===== src/hdl/jdke_pkg.sv =====
package jdke_pkg;

  // Width of one converter sample
  localparam int unsigned SAMPLE_BITS = 12;

  localparam int unsigned CENTER_BITS = 12;
  localparam int unsigned HALF_BITS   = 11;

  // Signed working width for band edges: covers sample, center + half and center - half
  localparam int unsigned CALC_W =
      ((SAMPLE_BITS > CENTER_BITS) ? SAMPLE_BITS : CENTER_BITS) + 3;

  localparam int unsigned MAX_EVENTS = 4;
  localparam int unsigned QUEUE_DEPTH = 2;

  localparam logic [2:0] KC_LEFT   = 3'd0;
  localparam logic [2:0] KC_RIGHT  = 3'd1;
  localparam logic [2:0] KC_SLEFT  = 3'd2;
  localparam logic [2:0] KC_SRIGHT = 3'd3;
  localparam logic [2:0] KC_UP     = 3'd4;
  localparam logic [2:0] KC_DOWN   = 3'd5;

  localparam logic [CENTER_BITS-1:0] HCENTER_RST = 12'd1500;
  localparam logic [CENTER_BITS-1:0] VCENTER_RST = 12'd2048;
  localparam logic [HALF_BITS-1:0]   HALF_RST    = 11'd600;
  localparam logic [HALF_BITS-1:0]   MARGIN_RST  = 11'd200;

  typedef enum logic [1:0] {
    REG_HCENTER = 2'd0,
    REG_VCENTER = 2'd1,
    REG_HALF    = 2'd2,
    REG_MARGIN  = 2'd3
  } reg_idx_e;

  typedef struct packed {
    logic [CENTER_BITS-1:0] hcenter;
    logic [CENTER_BITS-1:0] vcenter;
    logic [HALF_BITS-1:0]   half;
    logic [HALF_BITS-1:0]   margin;
  } cfg_t;

  typedef struct packed {
    logic [2:0] code;
    logic       press;
  } event_t;

  // One poll's worth of events, oldest in slot 0
  typedef struct packed {
    logic [2:0]                 cnt;
    event_t [MAX_EVENTS-1:0]    ev;
  } entry_t;

endpackage


===== src/hdl/jdke_front.sv =====
module jdke_front (
  input  logic                              clk_i,
  input  logic                              rst_ni,
  input  jdke_pkg::cfg_t                    cfg_i,
  input  logic                              in_valid_i,
  output logic                              in_ready_o,
  input  logic [jdke_pkg::SAMPLE_BITS-1:0]  horizontal_sample_i,
  input  logic [jdke_pkg::SAMPLE_BITS-1:0]  vertical_sample_i,
  input  logic                              strafe_press_i,
  input  logic                              q_full_i,
  output logic                              q_push_o,
  output jdke_pkg::entry_t                  q_data_o
);
  import jdke_pkg::*;

  typedef struct packed {
    logic         low;
    logic         high;
    logic [1:0]   cnt;
    event_t [1:0] ev;
  } axis_res_t;

  function automatic axis_res_t judge_axis(
    input logic [SAMPLE_BITS-1:0] s,
    input logic [CENTER_BITS-1:0] c,
    input logic [HALF_BITS-1:0]   half,
    input logic [HALF_BITS-1:0]   m,
    input logic                   low,
    input logic                   high,
    input logic [2:0]             low_code,
    input logic [2:0]             high_code
  );
    logic signed [CALC_W-1:0] sv;
    logic signed [CALC_W-1:0] lo;
    logic signed [CALC_W-1:0] hi;
    logic signed [CALC_W-1:0] mv;
    axis_res_t r;
    sv = signed'(CALC_W'(s));
    mv = signed'(CALC_W'(m));
    lo = signed'(CALC_W'(c)) - signed'(CALC_W'(half)) + (low ? mv : '0);
    hi = signed'(CALC_W'(c)) + signed'(CALC_W'(half)) - (high ? mv : '0);
    r = '0;
    r.low  = low;
    r.high = high;
    if (sv <= hi && sv >= lo) begin
      if (low) begin
        r.low = 1'b0;
        r.ev[0] = '{code: low_code, press: 1'b0};
        r.cnt = 2'd1;
      end
      if (high) begin
        r.high = 1'b0;
        r.ev[r.cnt[0]] = '{code: high_code, press: 1'b0};
        r.cnt = r.cnt + 2'd1;
      end
    end else if (sv < lo) begin
      if (!low) begin
        r.low = 1'b1;
        r.ev[0] = '{code: low_code, press: 1'b1};
        r.cnt = 2'd1;
      end
      if (high) begin
        r.high = 1'b0;
        r.ev[r.cnt[0]] = '{code: high_code, press: 1'b0};
        r.cnt = r.cnt + 2'd1;
      end
    end else begin
      if (!high) begin
        r.high = 1'b1;
        r.ev[0] = '{code: high_code, press: 1'b1};
        r.cnt = 2'd1;
      end
      if (low) begin
        r.low = 1'b0;
        r.ev[r.cnt[0]] = '{code: low_code, press: 1'b0};
        r.cnt = r.cnt + 2'd1;
      end
    end
    return r;
  endfunction

  logic left_q, right_q, up_q, down_q, strafe_q;
  logic strafe_d;
  logic in_fire;
  axis_res_t h_res, v_res;
  entry_t    ent;

  assign in_ready_o = !q_full_i;
  assign in_fire    = in_valid_i && in_ready_o;
  assign strafe_d   = strafe_q ^ strafe_press_i;

  always_comb begin
    h_res = judge_axis(horizontal_sample_i, cfg_i.hcenter, cfg_i.half, cfg_i.margin,
                       left_q, right_q,
                       strafe_d ? KC_SLEFT : KC_LEFT,
                       strafe_d ? KC_SRIGHT : KC_RIGHT);
    v_res = judge_axis(vertical_sample_i, cfg_i.vcenter, cfg_i.half, cfg_i.margin,
                       up_q, down_q, KC_UP, KC_DOWN);
  end

  // Pack horizontal events first, vertical ones right behind
  always_comb begin
    ent     = '0;
    ent.cnt = {1'b0, h_res.cnt} + {1'b0, v_res.cnt};
    for (int i = 0; i < 2; i++) begin
      if (2'(i) < h_res.cnt) ent.ev[2'(i)] = h_res.ev[i];
    end
    for (int j = 0; j < 2; j++) begin
      if (2'(j) < v_res.cnt) ent.ev[2'(h_res.cnt + 2'(j))] = v_res.ev[j];
    end
  end

  assign q_push_o = in_fire && (ent.cnt != 3'd0);
  assign q_data_o = ent;

  always_ff @(posedge clk_i or negedge rst_ni) begin
    if (!rst_ni) begin
      left_q   <= 1'b0;
      right_q  <= 1'b0;
      up_q     <= 1'b0;
      down_q   <= 1'b0;
      strafe_q <= 1'b0;
    end else if (in_fire) begin
      left_q   <= h_res.low;
      right_q  <= h_res.high;
      up_q     <= v_res.low;
      down_q   <= v_res.high;
      strafe_q <= strafe_d;
    end
  end

  a_opposite_never_held: assert property (@(posedge clk_i) disable iff (!rst_ni)
    !(left_q && right_q) && !(up_q && down_q))
    else $error("opposite directions held together");

  a_strafe_toggles: assert property (@(posedge clk_i) disable iff (!rst_ni)
    (in_fire && strafe_press_i) |=> (strafe_q != $past(strafe_q)))
    else $error("strafe mode did not flip on press");

endmodule


===== src/hdl/jdke_queue.sv =====
module jdke_queue (
  input  logic              clk_i,
  input  logic              rst_ni,
  input  logic              push_i,
  input  jdke_pkg::entry_t  data_i,
  output logic              full_o,
  input  logic              pop_i,
  output logic              valid_o,
  output jdke_pkg::entry_t  data_o
);
  import jdke_pkg::*;

  localparam int unsigned PTR_W = (QUEUE_DEPTH > 1) ? $clog2(QUEUE_DEPTH) : 1;
  localparam int unsigned CNT_W = $clog2(QUEUE_DEPTH + 1);

  entry_t             slots_q [QUEUE_DEPTH];
  logic [PTR_W-1:0]   wptr_q, rptr_q;
  logic [CNT_W-1:0]   count_q;
  logic               do_push, do_pop;

  assign full_o  = (count_q == CNT_W'(QUEUE_DEPTH));
  assign valid_o = (count_q != '0);
  assign data_o  = slots_q[rptr_q];
  assign do_push = push_i && !full_o;
  assign do_pop  = pop_i && valid_o;

  always_ff @(posedge clk_i) begin
    if (do_push) slots_q[wptr_q] <= data_i;
  end

  always_ff @(posedge clk_i or negedge rst_ni) begin
    if (!rst_ni) begin
      wptr_q  <= '0;
      rptr_q  <= '0;
      count_q <= '0;
    end else begin
      if (do_push) begin
        wptr_q <= (wptr_q == PTR_W'(QUEUE_DEPTH - 1)) ? '0 : wptr_q + 1'b1;
      end
      if (do_pop) begin
        rptr_q <= (rptr_q == PTR_W'(QUEUE_DEPTH - 1)) ? '0 : rptr_q + 1'b1;
      end
      count_q <= count_q + CNT_W'(do_push) - CNT_W'(do_pop);
    end
  end

  a_no_push_when_full: assert property (@(posedge clk_i) disable iff (!rst_ni)
    !(push_i && full_o))
    else $error("poll dropped: queue full");

endmodule


===== src/hdl/jdke_back.sv =====
module jdke_back (
  input  logic              clk_i,
  input  logic              rst_ni,
  input  logic              q_valid_i,
  input  jdke_pkg::entry_t  q_data_i,
  output logic              q_pop_o,
  output logic              out_valid_o,
  input  logic              out_ready_i,
  output logic [2:0]        key_code_o,
  output logic              is_press_o,
  output logic              last_of_poll_o
);
  import jdke_pkg::*;

  entry_t     cur_q;
  logic       cur_v_q;
  logic [1:0] idx_q;
  logic       out_v_q;
  logic [2:0] key_q;
  logic       press_q, last_q;
  logic       load, cur_last;
  event_t     ev_sel;

  assign load     = !out_v_q || out_ready_i;
  assign cur_last = ({1'b0, idx_q} == (cur_q.cnt - 3'd1));
  assign ev_sel   = cur_q.ev[idx_q];
  assign q_pop_o  = q_valid_i && (!cur_v_q || (load && cur_last));

  always_ff @(posedge clk_i) begin
    if (q_pop_o) cur_q <= q_data_i;
    if (load && cur_v_q) begin
      key_q   <= ev_sel.code;
      press_q <= ev_sel.press;
      last_q  <= cur_last;
    end
  end

  always_ff @(posedge clk_i or negedge rst_ni) begin
    if (!rst_ni) begin
      cur_v_q <= 1'b0;
      idx_q   <= '0;
      out_v_q <= 1'b0;
    end else begin
      if (load) out_v_q <= cur_v_q;
      if (q_pop_o) begin
        cur_v_q <= 1'b1;
        idx_q   <= '0;
      end else if (load && cur_v_q) begin
        if (cur_last) cur_v_q <= 1'b0;
        idx_q <= idx_q + 2'd1;
      end
    end
  end

  assign out_valid_o    = out_v_q;
  assign key_code_o     = key_q;
  assign is_press_o     = press_q;
  assign last_of_poll_o = last_q;

  a_cur_index_in_range: assert property (@(posedge clk_i) disable iff (!rst_ni)
    cur_v_q |-> (cur_q.cnt != 3'd0) && ({1'b0, idx_q} < cur_q.cnt))
    else $error("event index beyond poll's event count");

endmodule


===== src/hdl/joystick_deadzone_key_events_top.sv =====
// Joystick dead-zone key event generator. Each accepted poll carries a
// horizontal and a vertical sample plus a strafe-button flag; the flag flips
// strafe mode before the axes are judged. Each axis has a neutral band of
// center +/- deadzone_half_width, and a held direction pulls its own band edge
// inward by hysteresis_margin. A poll produces zero to four key events,
// horizontal first, each a request on the result channel, and the final
// event of a poll carries last_of_poll. A poll that changes nothing produces
// no request at all. Timing: the front end judges a poll in the cycle it is
// accepted and pushes its events as one entry into a two-entry queue; the
// back end drains one event per cycle through an output register while the
// result channel is ready, so the sustained rate is one result request per
// clock, and polls keep streaming in while the queue has room. Configuration
// registers sit at byte offsets 0x0 horizontal_center, 0x4 vertical_center,
// 0x8 deadzone_half_width and 0xC hysteresis_margin; write them only while
// no poll is in flight. Registers reset to 1500, 2048, 600 and 200.
module joystick_deadzone_key_events_top (
  input  logic                              clk_i,
  input  logic                              rst_ni,
  // configuration port
  input  logic                              psel,
  input  logic                              penable,
  input  logic                              pwrite,
  input  logic [3:0]                        paddr,
  input  logic [31:0]                       pwdata,
  output logic [31:0]                       prdata,
  output logic                              pready,
  // poll channel
  input  logic                              in_valid_i,
  output logic                              in_ready_o,
  input  logic [jdke_pkg::SAMPLE_BITS-1:0]  horizontal_sample_i,
  input  logic [jdke_pkg::SAMPLE_BITS-1:0]  vertical_sample_i,
  input  logic                              strafe_press_i,
  // key event channel
  output logic                              out_valid_o,
  input  logic                              out_ready_i,
  output logic [2:0]                        key_code_o,
  output logic                              is_press_o,
  output logic                              last_of_poll_o
);
  import jdke_pkg::*;

  cfg_t     cfg_q;
  logic     cfg_wr;
  reg_idx_e reg_idx;

  logic   q_push, q_full, q_pop, q_valid;
  entry_t q_wdata, q_rdata;

  // Register file: write on the access phase, pready tied high
  assign pready  = 1'b1;
  assign cfg_wr  = psel && penable && pwrite;
  assign reg_idx = reg_idx_e'(paddr[3:2]);

  always_ff @(posedge clk_i or negedge rst_ni) begin
    if (!rst_ni) begin
      cfg_q.hcenter <= HCENTER_RST;
      cfg_q.vcenter <= VCENTER_RST;
      cfg_q.half    <= HALF_RST;
      cfg_q.margin  <= MARGIN_RST;
    end else if (cfg_wr) begin
      unique case (reg_idx)
        REG_HCENTER: cfg_q.hcenter <= pwdata[CENTER_BITS-1:0];
        REG_VCENTER: cfg_q.vcenter <= pwdata[CENTER_BITS-1:0];
        REG_HALF:    cfg_q.half    <= pwdata[HALF_BITS-1:0];
        REG_MARGIN:  cfg_q.margin  <= pwdata[HALF_BITS-1:0];
        default:     ;
      endcase
    end
  end

  // Read back, zero-extended to the bus width
  always_comb begin
    unique case (reg_idx)
      REG_HCENTER: prdata = 32'(cfg_q.hcenter);
      REG_VCENTER: prdata = 32'(cfg_q.vcenter);
      REG_HALF:    prdata = 32'(cfg_q.half);
      REG_MARGIN:  prdata = 32'(cfg_q.margin);
      default:     prdata = '0;
    endcase
  end

  // Front end: judge the poll, update held flags, push its events
  jdke_front u_front (
    .clk_i               (clk_i),
    .rst_ni              (rst_ni),
    .cfg_i               (cfg_q),
    .in_valid_i          (in_valid_i),
    .in_ready_o          (in_ready_o),
    .horizontal_sample_i (horizontal_sample_i),
    .vertical_sample_i   (vertical_sample_i),
    .strafe_press_i      (strafe_press_i),
    .q_full_i            (q_full),
    .q_push_o            (q_push),
    .q_data_o            (q_wdata)
  );

  // Hold pending polls so either side can stall independently
  jdke_queue u_queue (
    .clk_i   (clk_i),
    .rst_ni  (rst_ni),
    .push_i  (q_push),
    .data_i  (q_wdata),
    .full_o  (q_full),
    .pop_i   (q_pop),
    .valid_o (q_valid),
    .data_o  (q_rdata)
  );

  // Back end: drain one event per cycle into the output register while out_ready_i allows
  jdke_back u_back (
    .clk_i          (clk_i),
    .rst_ni         (rst_ni),
    .q_valid_i      (q_valid),
    .q_data_i       (q_rdata),
    .q_pop_o        (q_pop),
    .out_valid_o    (out_valid_o),
    .out_ready_i    (out_ready_i),
    .key_code_o     (key_code_o),
    .is_press_o     (is_press_o),
    .last_of_poll_o (last_of_poll_o)
  );

endmodule


===== config.mk =====
export PLATFORM = sky130hd
export DESIGN_NAME = joystick_deadzone_key_events_top
export DESIGN_NICKNAME = d
export VERILOG_FILES = /design/src/hdl/jdke_pkg.sv /design/src/hdl/jdke_front.sv /design/src/hdl/jdke_queue.sv /design/src/hdl/jdke_back.sv /design/src/hdl/joystick_deadzone_key_events_top.sv
export SDC_FILE = /design/constraint.sdc
export NUM_CORES = 1
export LEC_CHECK = 0
export ABC_AREA = 0
export BUFFER_PORTS_ARGS = -buffer_cell sky130_fd_sc_hd__buf_4
export CORE_MARGIN = 2
export CORE_UTILIZATION = 45
export DETAILED_ROUTE_END_ITERATION = 6
export PLACE_DENSITY_LB_ADDON = 0.2
export SYNTH_ARGS = -nofsm -noshare
export SYNTH_HDL_FRONTEND = slang
export SYNTH_SLANG_ARGS = --single-unit

===== constraint.sdc =====
create_clock -name clk_i -period 7.9 [get_ports clk_i]
set_input_delay 1.58 -clock clk_i [delete_from_list [all_inputs] [get_ports clk_i]]
set_output_delay 1.58 -clock clk_i [all_outputs]
set_load 0.01 [all_outputs]

After elaboration in Yosys (flattened, before gate mapping). Memory sizes are Yosys's and may differ from the RTL's. A register that Yosys moved wholly into a read port is not among the register bits. Index checks and enable logic that the tools add are counted.

Flip-flop bits (word level): 64. Bits in latches: 0. Memory bits (writable): 38. Memory bits (read-only): 0. Input bits: 68. Memories kept: 1.

Memory list: u_queue.slots_q (words 2, width 19, read ports 1, clocked after memory_dff 1, write ports 1, RTL line jdke_queue.sv:16) `entry_t slots_q [QUEUE_DEPTH];`.

$add $sub $neg: 22. $mul: 0. Divide/modulo/power cells: 0. $lt $le $gt $ge: 27. Equality and inequality tests: 5. Shift-type cells: 0. Multiplexer cells: 85. Bitwise gates (word level): 10. Reduce and logical (&&, ||, !) cells: 34.

Operators with widths (count): $pmux 32 s4 (1); $mux 4 (27); $mux 10 (6); $mux 12 (4); $mux 11 (4); $bwmux 16 (2); $mux 16 (2); $add 15x15->15 (2); $ge 13x15->1 (2); $le 13x15->1 (2); $lt 13x15->1 (2); $sub 15x15->15 (2); $add 12x11->13 (2); $sub 12x11->13 (2); $bwmux 8 (3); $demux 4 s1 (6); $mux 2 (10); $logic_and 1x1->1 (19); $add 2x1->2 const B (8); $demux 4 s2 (2); $mux 1 (13); $lt 1x2->1 const B (6); $mux 3 (4); $reduce_and 2->1 (5); 25 further kinds (47).

Logic depth before layout (Yosys ltp).
Word-level depth: 21. Gate-level depth with buffers: 35. Gate-level depth less buffers: 34.

By module. A second synthesis with hierarchy kept.

Cell total of the unflattened synthesis: 1118. Area, all modules: 11288.3 µm².

By module, submodules not included: jdke_front (instances 1, cells each 842, area an instance 6352.3 µm², sequential area each 125.1 µm²); joystick_deadzone_key_events_top (instances 1, cells each 140, area an instance 2245.9 µm², sequential area each 1169.9 µm²); jdke_queue (instances 1, cells each 77, area an instance 1570.3 µm², sequential area each 1241.2 µm²); jdke_back (instances 1, cells each 59, area an instance 1119.8 µm², sequential area each 820.8 µm²).

Least setup slack after synthesis. No wires, ideal clock.

Path kind: register to register. Start point: register cfg_q[14] (netlist bit). End point: memory u_queue.slots_q[0][0] (netlist bit), enable pin. Setup time: 391 ps. Arrival time: 6551 ps. Data required time: 7509 ps. Path slack: 958 ps. Stages on the path, launching flop included: 27. Path buffers: 1. Cells stage by stage: dfstp_2 inv_1 ha_1 clkbuf_1 o21a_1 o31a_1 o21ai_0 nor2b_1 xnor2_1 ha_1 or3_1 o221a_2 nor2_1 xor2_1 ha_1 a21o_1 a21oi_1 o21ai_0 o21bai_1 or2_2 a21oi_1 mux2_2 a21oi_1 fa_1 inv_1 o311ai_0 nor2_1.

RTL lines: start, declared (RTL line joystick_deadzone_key_events_top.sv:42) `cfg_t cfg_q;`; end, declared (RTL line jdke_queue.sv:16).

==> flow_summary.ini <==
[die]
die_h_um = 160
start_util_pct = 45.5
rows = 57
die_w_um = 160
fp.dieArea_sq_mm = 0.0257
core_area_sq_mm = 0.0242
ios = 108

[route]
wl_per_cell_um = 16.2
drt-total-wl_um = 25200
wl_met1_um = 11500
route.detailed.drc = 0
vias_per_cell = 5.50
num_vias = 8545
wl_met3_um = 992
wl_met2_um = 12500
drt_first_pass_iters = 5
routed.top_layer = met4
drt_iter0_markers = 418
antenna_left = 0

[layout]
finish.utilization_pct = 50.8
final_nets = 1444
syn2layout_area_growth_pct = 11.7
final_area_sq_mm = 0.0123
drive_above_1_share_pct = 16.6
insertedDiodeCount = 0
fillCellCount = 2268

[placed_design]
portBuffers = 64
dp_hpwl_um = 20300
dp_slack_ns = 0.551
place.gp.congestion = 0.866
place_area_sq_mm = 0.0117

[setup_path]
crit_path_end_kind = flip-flop
arrival_ns = 7.55
critPathRequiredTime_ns = 7.99
path_max_fanout = 17
critPathSlowestCell = dfstp_2
slowest_delay_ns = 0.57
crit_type = reg2reg
worstSetupStartpointType = flip-flop
critPathBufInv = 5
cp_top_family = compound AO/OA/AOI/OAI gates

[synth]
synth_cell_types = 73
async_reset_ff_share_pct = 51.3
yosysWarnings = 0
yosysTopAreaCellShare_pct = 17.1
synth.ff_latch_count = 115
synthTopCellsByArea = ha_1 17%, edfxtp_1 15%, dfrtp_1 10%
synth_area_leader_cell = ha_1
ys_seq_area_share_pct = 28.9
synth_area_per_cell_sq_um = 9.46
synth-edff-count = 56
synth_ff_type = edfxtp_1
synthCells = 1162
netlist_area_sq_mm = 0.0110

[worst_hold_path]
hp-class = reg2reg

[clock_network]
cts_buffer_depth = 2
path_clk_slew_ns = 0.06
cts.sinks = 115
cts_repair_resize_count = 0
cts_buffers = 17
clk_latency_ns = 0.41
post_cts_buffers = 0
cts.htree.levels = 4
postCtsHoldBufs = 0
cts_tree = built
ctsRootBufferMaster = clkbuf_16

[sta]
period_share_pct = 94.5
tightest_slew_ns = 1.17
post-route-worst-setup-slack_ns = 0.437
skew_ns = 0.0135
fmaxAchievable_ghz = 0.134
rsz0062_at_grt = no
min_period_ns = 7.46
finalSetupViolations = 0
finalHoldViolCount = 0
slew_headroom_pct = 21.7
drv_slew = 0
final.setup.tns_ns = 0

[grt]
grt_pass1_vias = 8317
grt_pass1_wl_um = 41800
grt_max_degree = 60
grtUsageTotal_pct = 20.1
overflow = 0
antenna_found_initial = 0

[outcome]
status = completed

[flow_run]
drv_cap = 0
==> synth_stat cells, drive strengths merged, types with 5 or more instances <==
master	count
a211o	5
a211oi	10
a21o	21
a21oi	69
a31oi	8
and2	29
and3	5
buf	24
clkbuf	32
dfrtp	44
dfstp	15
edfxtp	56
fa	9
ha	150
inv	65
mux2	53
mux2i	8
mux4	14
nand2	77
nand2b	21
nand3	18
nand4	10
nor2	94
nor2b	19
nor3	16
o211ai	9
o21a	25
o21ai	65
o21bai	6
o221ai	6
o22ai	11
o31a	10
o31ai	10
or2	7
or3	7
xnor2	45
xor2	32
==> routing by layer <==
layer  vias to the layer above  global-route usage [%]
li1                       4306                       -
met1                      4040                    26.1
met2                       176                    35.5
met3                        23                    3.18
met4                         0                    4.46
met5                         -                       0
==> worst paths after layout <==
| kind | start | end | slack, ns | cells past startpoint |
|---|---|---|---|---|
| worst min register to register | u_front.strafe_q | u_front.strafe_q | 0.49 | 1 |
| min in group asynchronous | rst_ni | u_back.out_valid_o | 1.24 | 1 |
| max in group asynchronous | rst_ni | cfg_q[16] | 6.11 | 1 |
| worst max-delay path | cfg_q[14] | u_queue.slots_q[1][4] | 0.44 | 29 |
| worst min-delay path | u_front.strafe_q | u_front.strafe_q | 0.49 | 1 |
| worst max register to register | cfg_q[14] | u_queue.slots_q[1][4] | 0.44 | 29 |
==> layout make-up <==
cell class / count / area (sq um) / share of cell area (%)
clock buffers: 19 / 433 / 3.53
clock inverters: 13 / 114 / 0.927
inverters: 65 / 244 / 1.99
multi-input cells: 945 / 7360 / 59.9
flip-flops and latches: 115 / 3180 / 25.9
well taps: 324 / 405 / 3.30
repair buffers: 73 / 548 / 4.46
==> cells in the final DEF, fill, tap and decap left out, types with 21 or more instances in the layout <==
cell type	n
ha_1	150
nor2_1	94
nand2_1	77
buf_4	73
a21oi_1	68
inv_1	65
o21ai_0	65
edfxtp_1	56
mux2_2	53
xnor2_1	45
dfrtp_1	44
xor2_1	32
and2_1	28
o21a_1	25
nand2b_1	21
a21o_1	21
conb_1	21
==> registers in the layout, summed over array words and instances (netlist names), 2 cells and up <==
register	cells
cfg_q	46
u_back.cur_q	17
u_back.idx_q	2
u_back.key_code_o	3
u_queue.count_q	2
u_queue.slots_q	34
==> cells by family after synthesis <==
logic type,share of synthesized area (%)
AO/OA/AOI/OAI,18.0
multiplexers,9.14
AND/OR/NAND/NOR,14.2
XOR/XNOR,6.13
flip-flops,28.9
buffers and inverters,4.93
other,0.0683
adder cells (fa/ha/maj),18.7
==> stage by stage <==
step | std cells | hold slack [ns]
2_1_floorplan | 1181 | 0.460
3_3_place_gp | 1522 | 0.481
3_5_place_dp | 1522 | 0.490
4_1_cts | 1554 | 0.502
5_1_grt | 1554 | 0.522
6_report | 1554 | 0.494
Power is left out: the tool's default activity adds up to more than one toggle a clock period on the data nets, which glitch-free logic cannot reach.
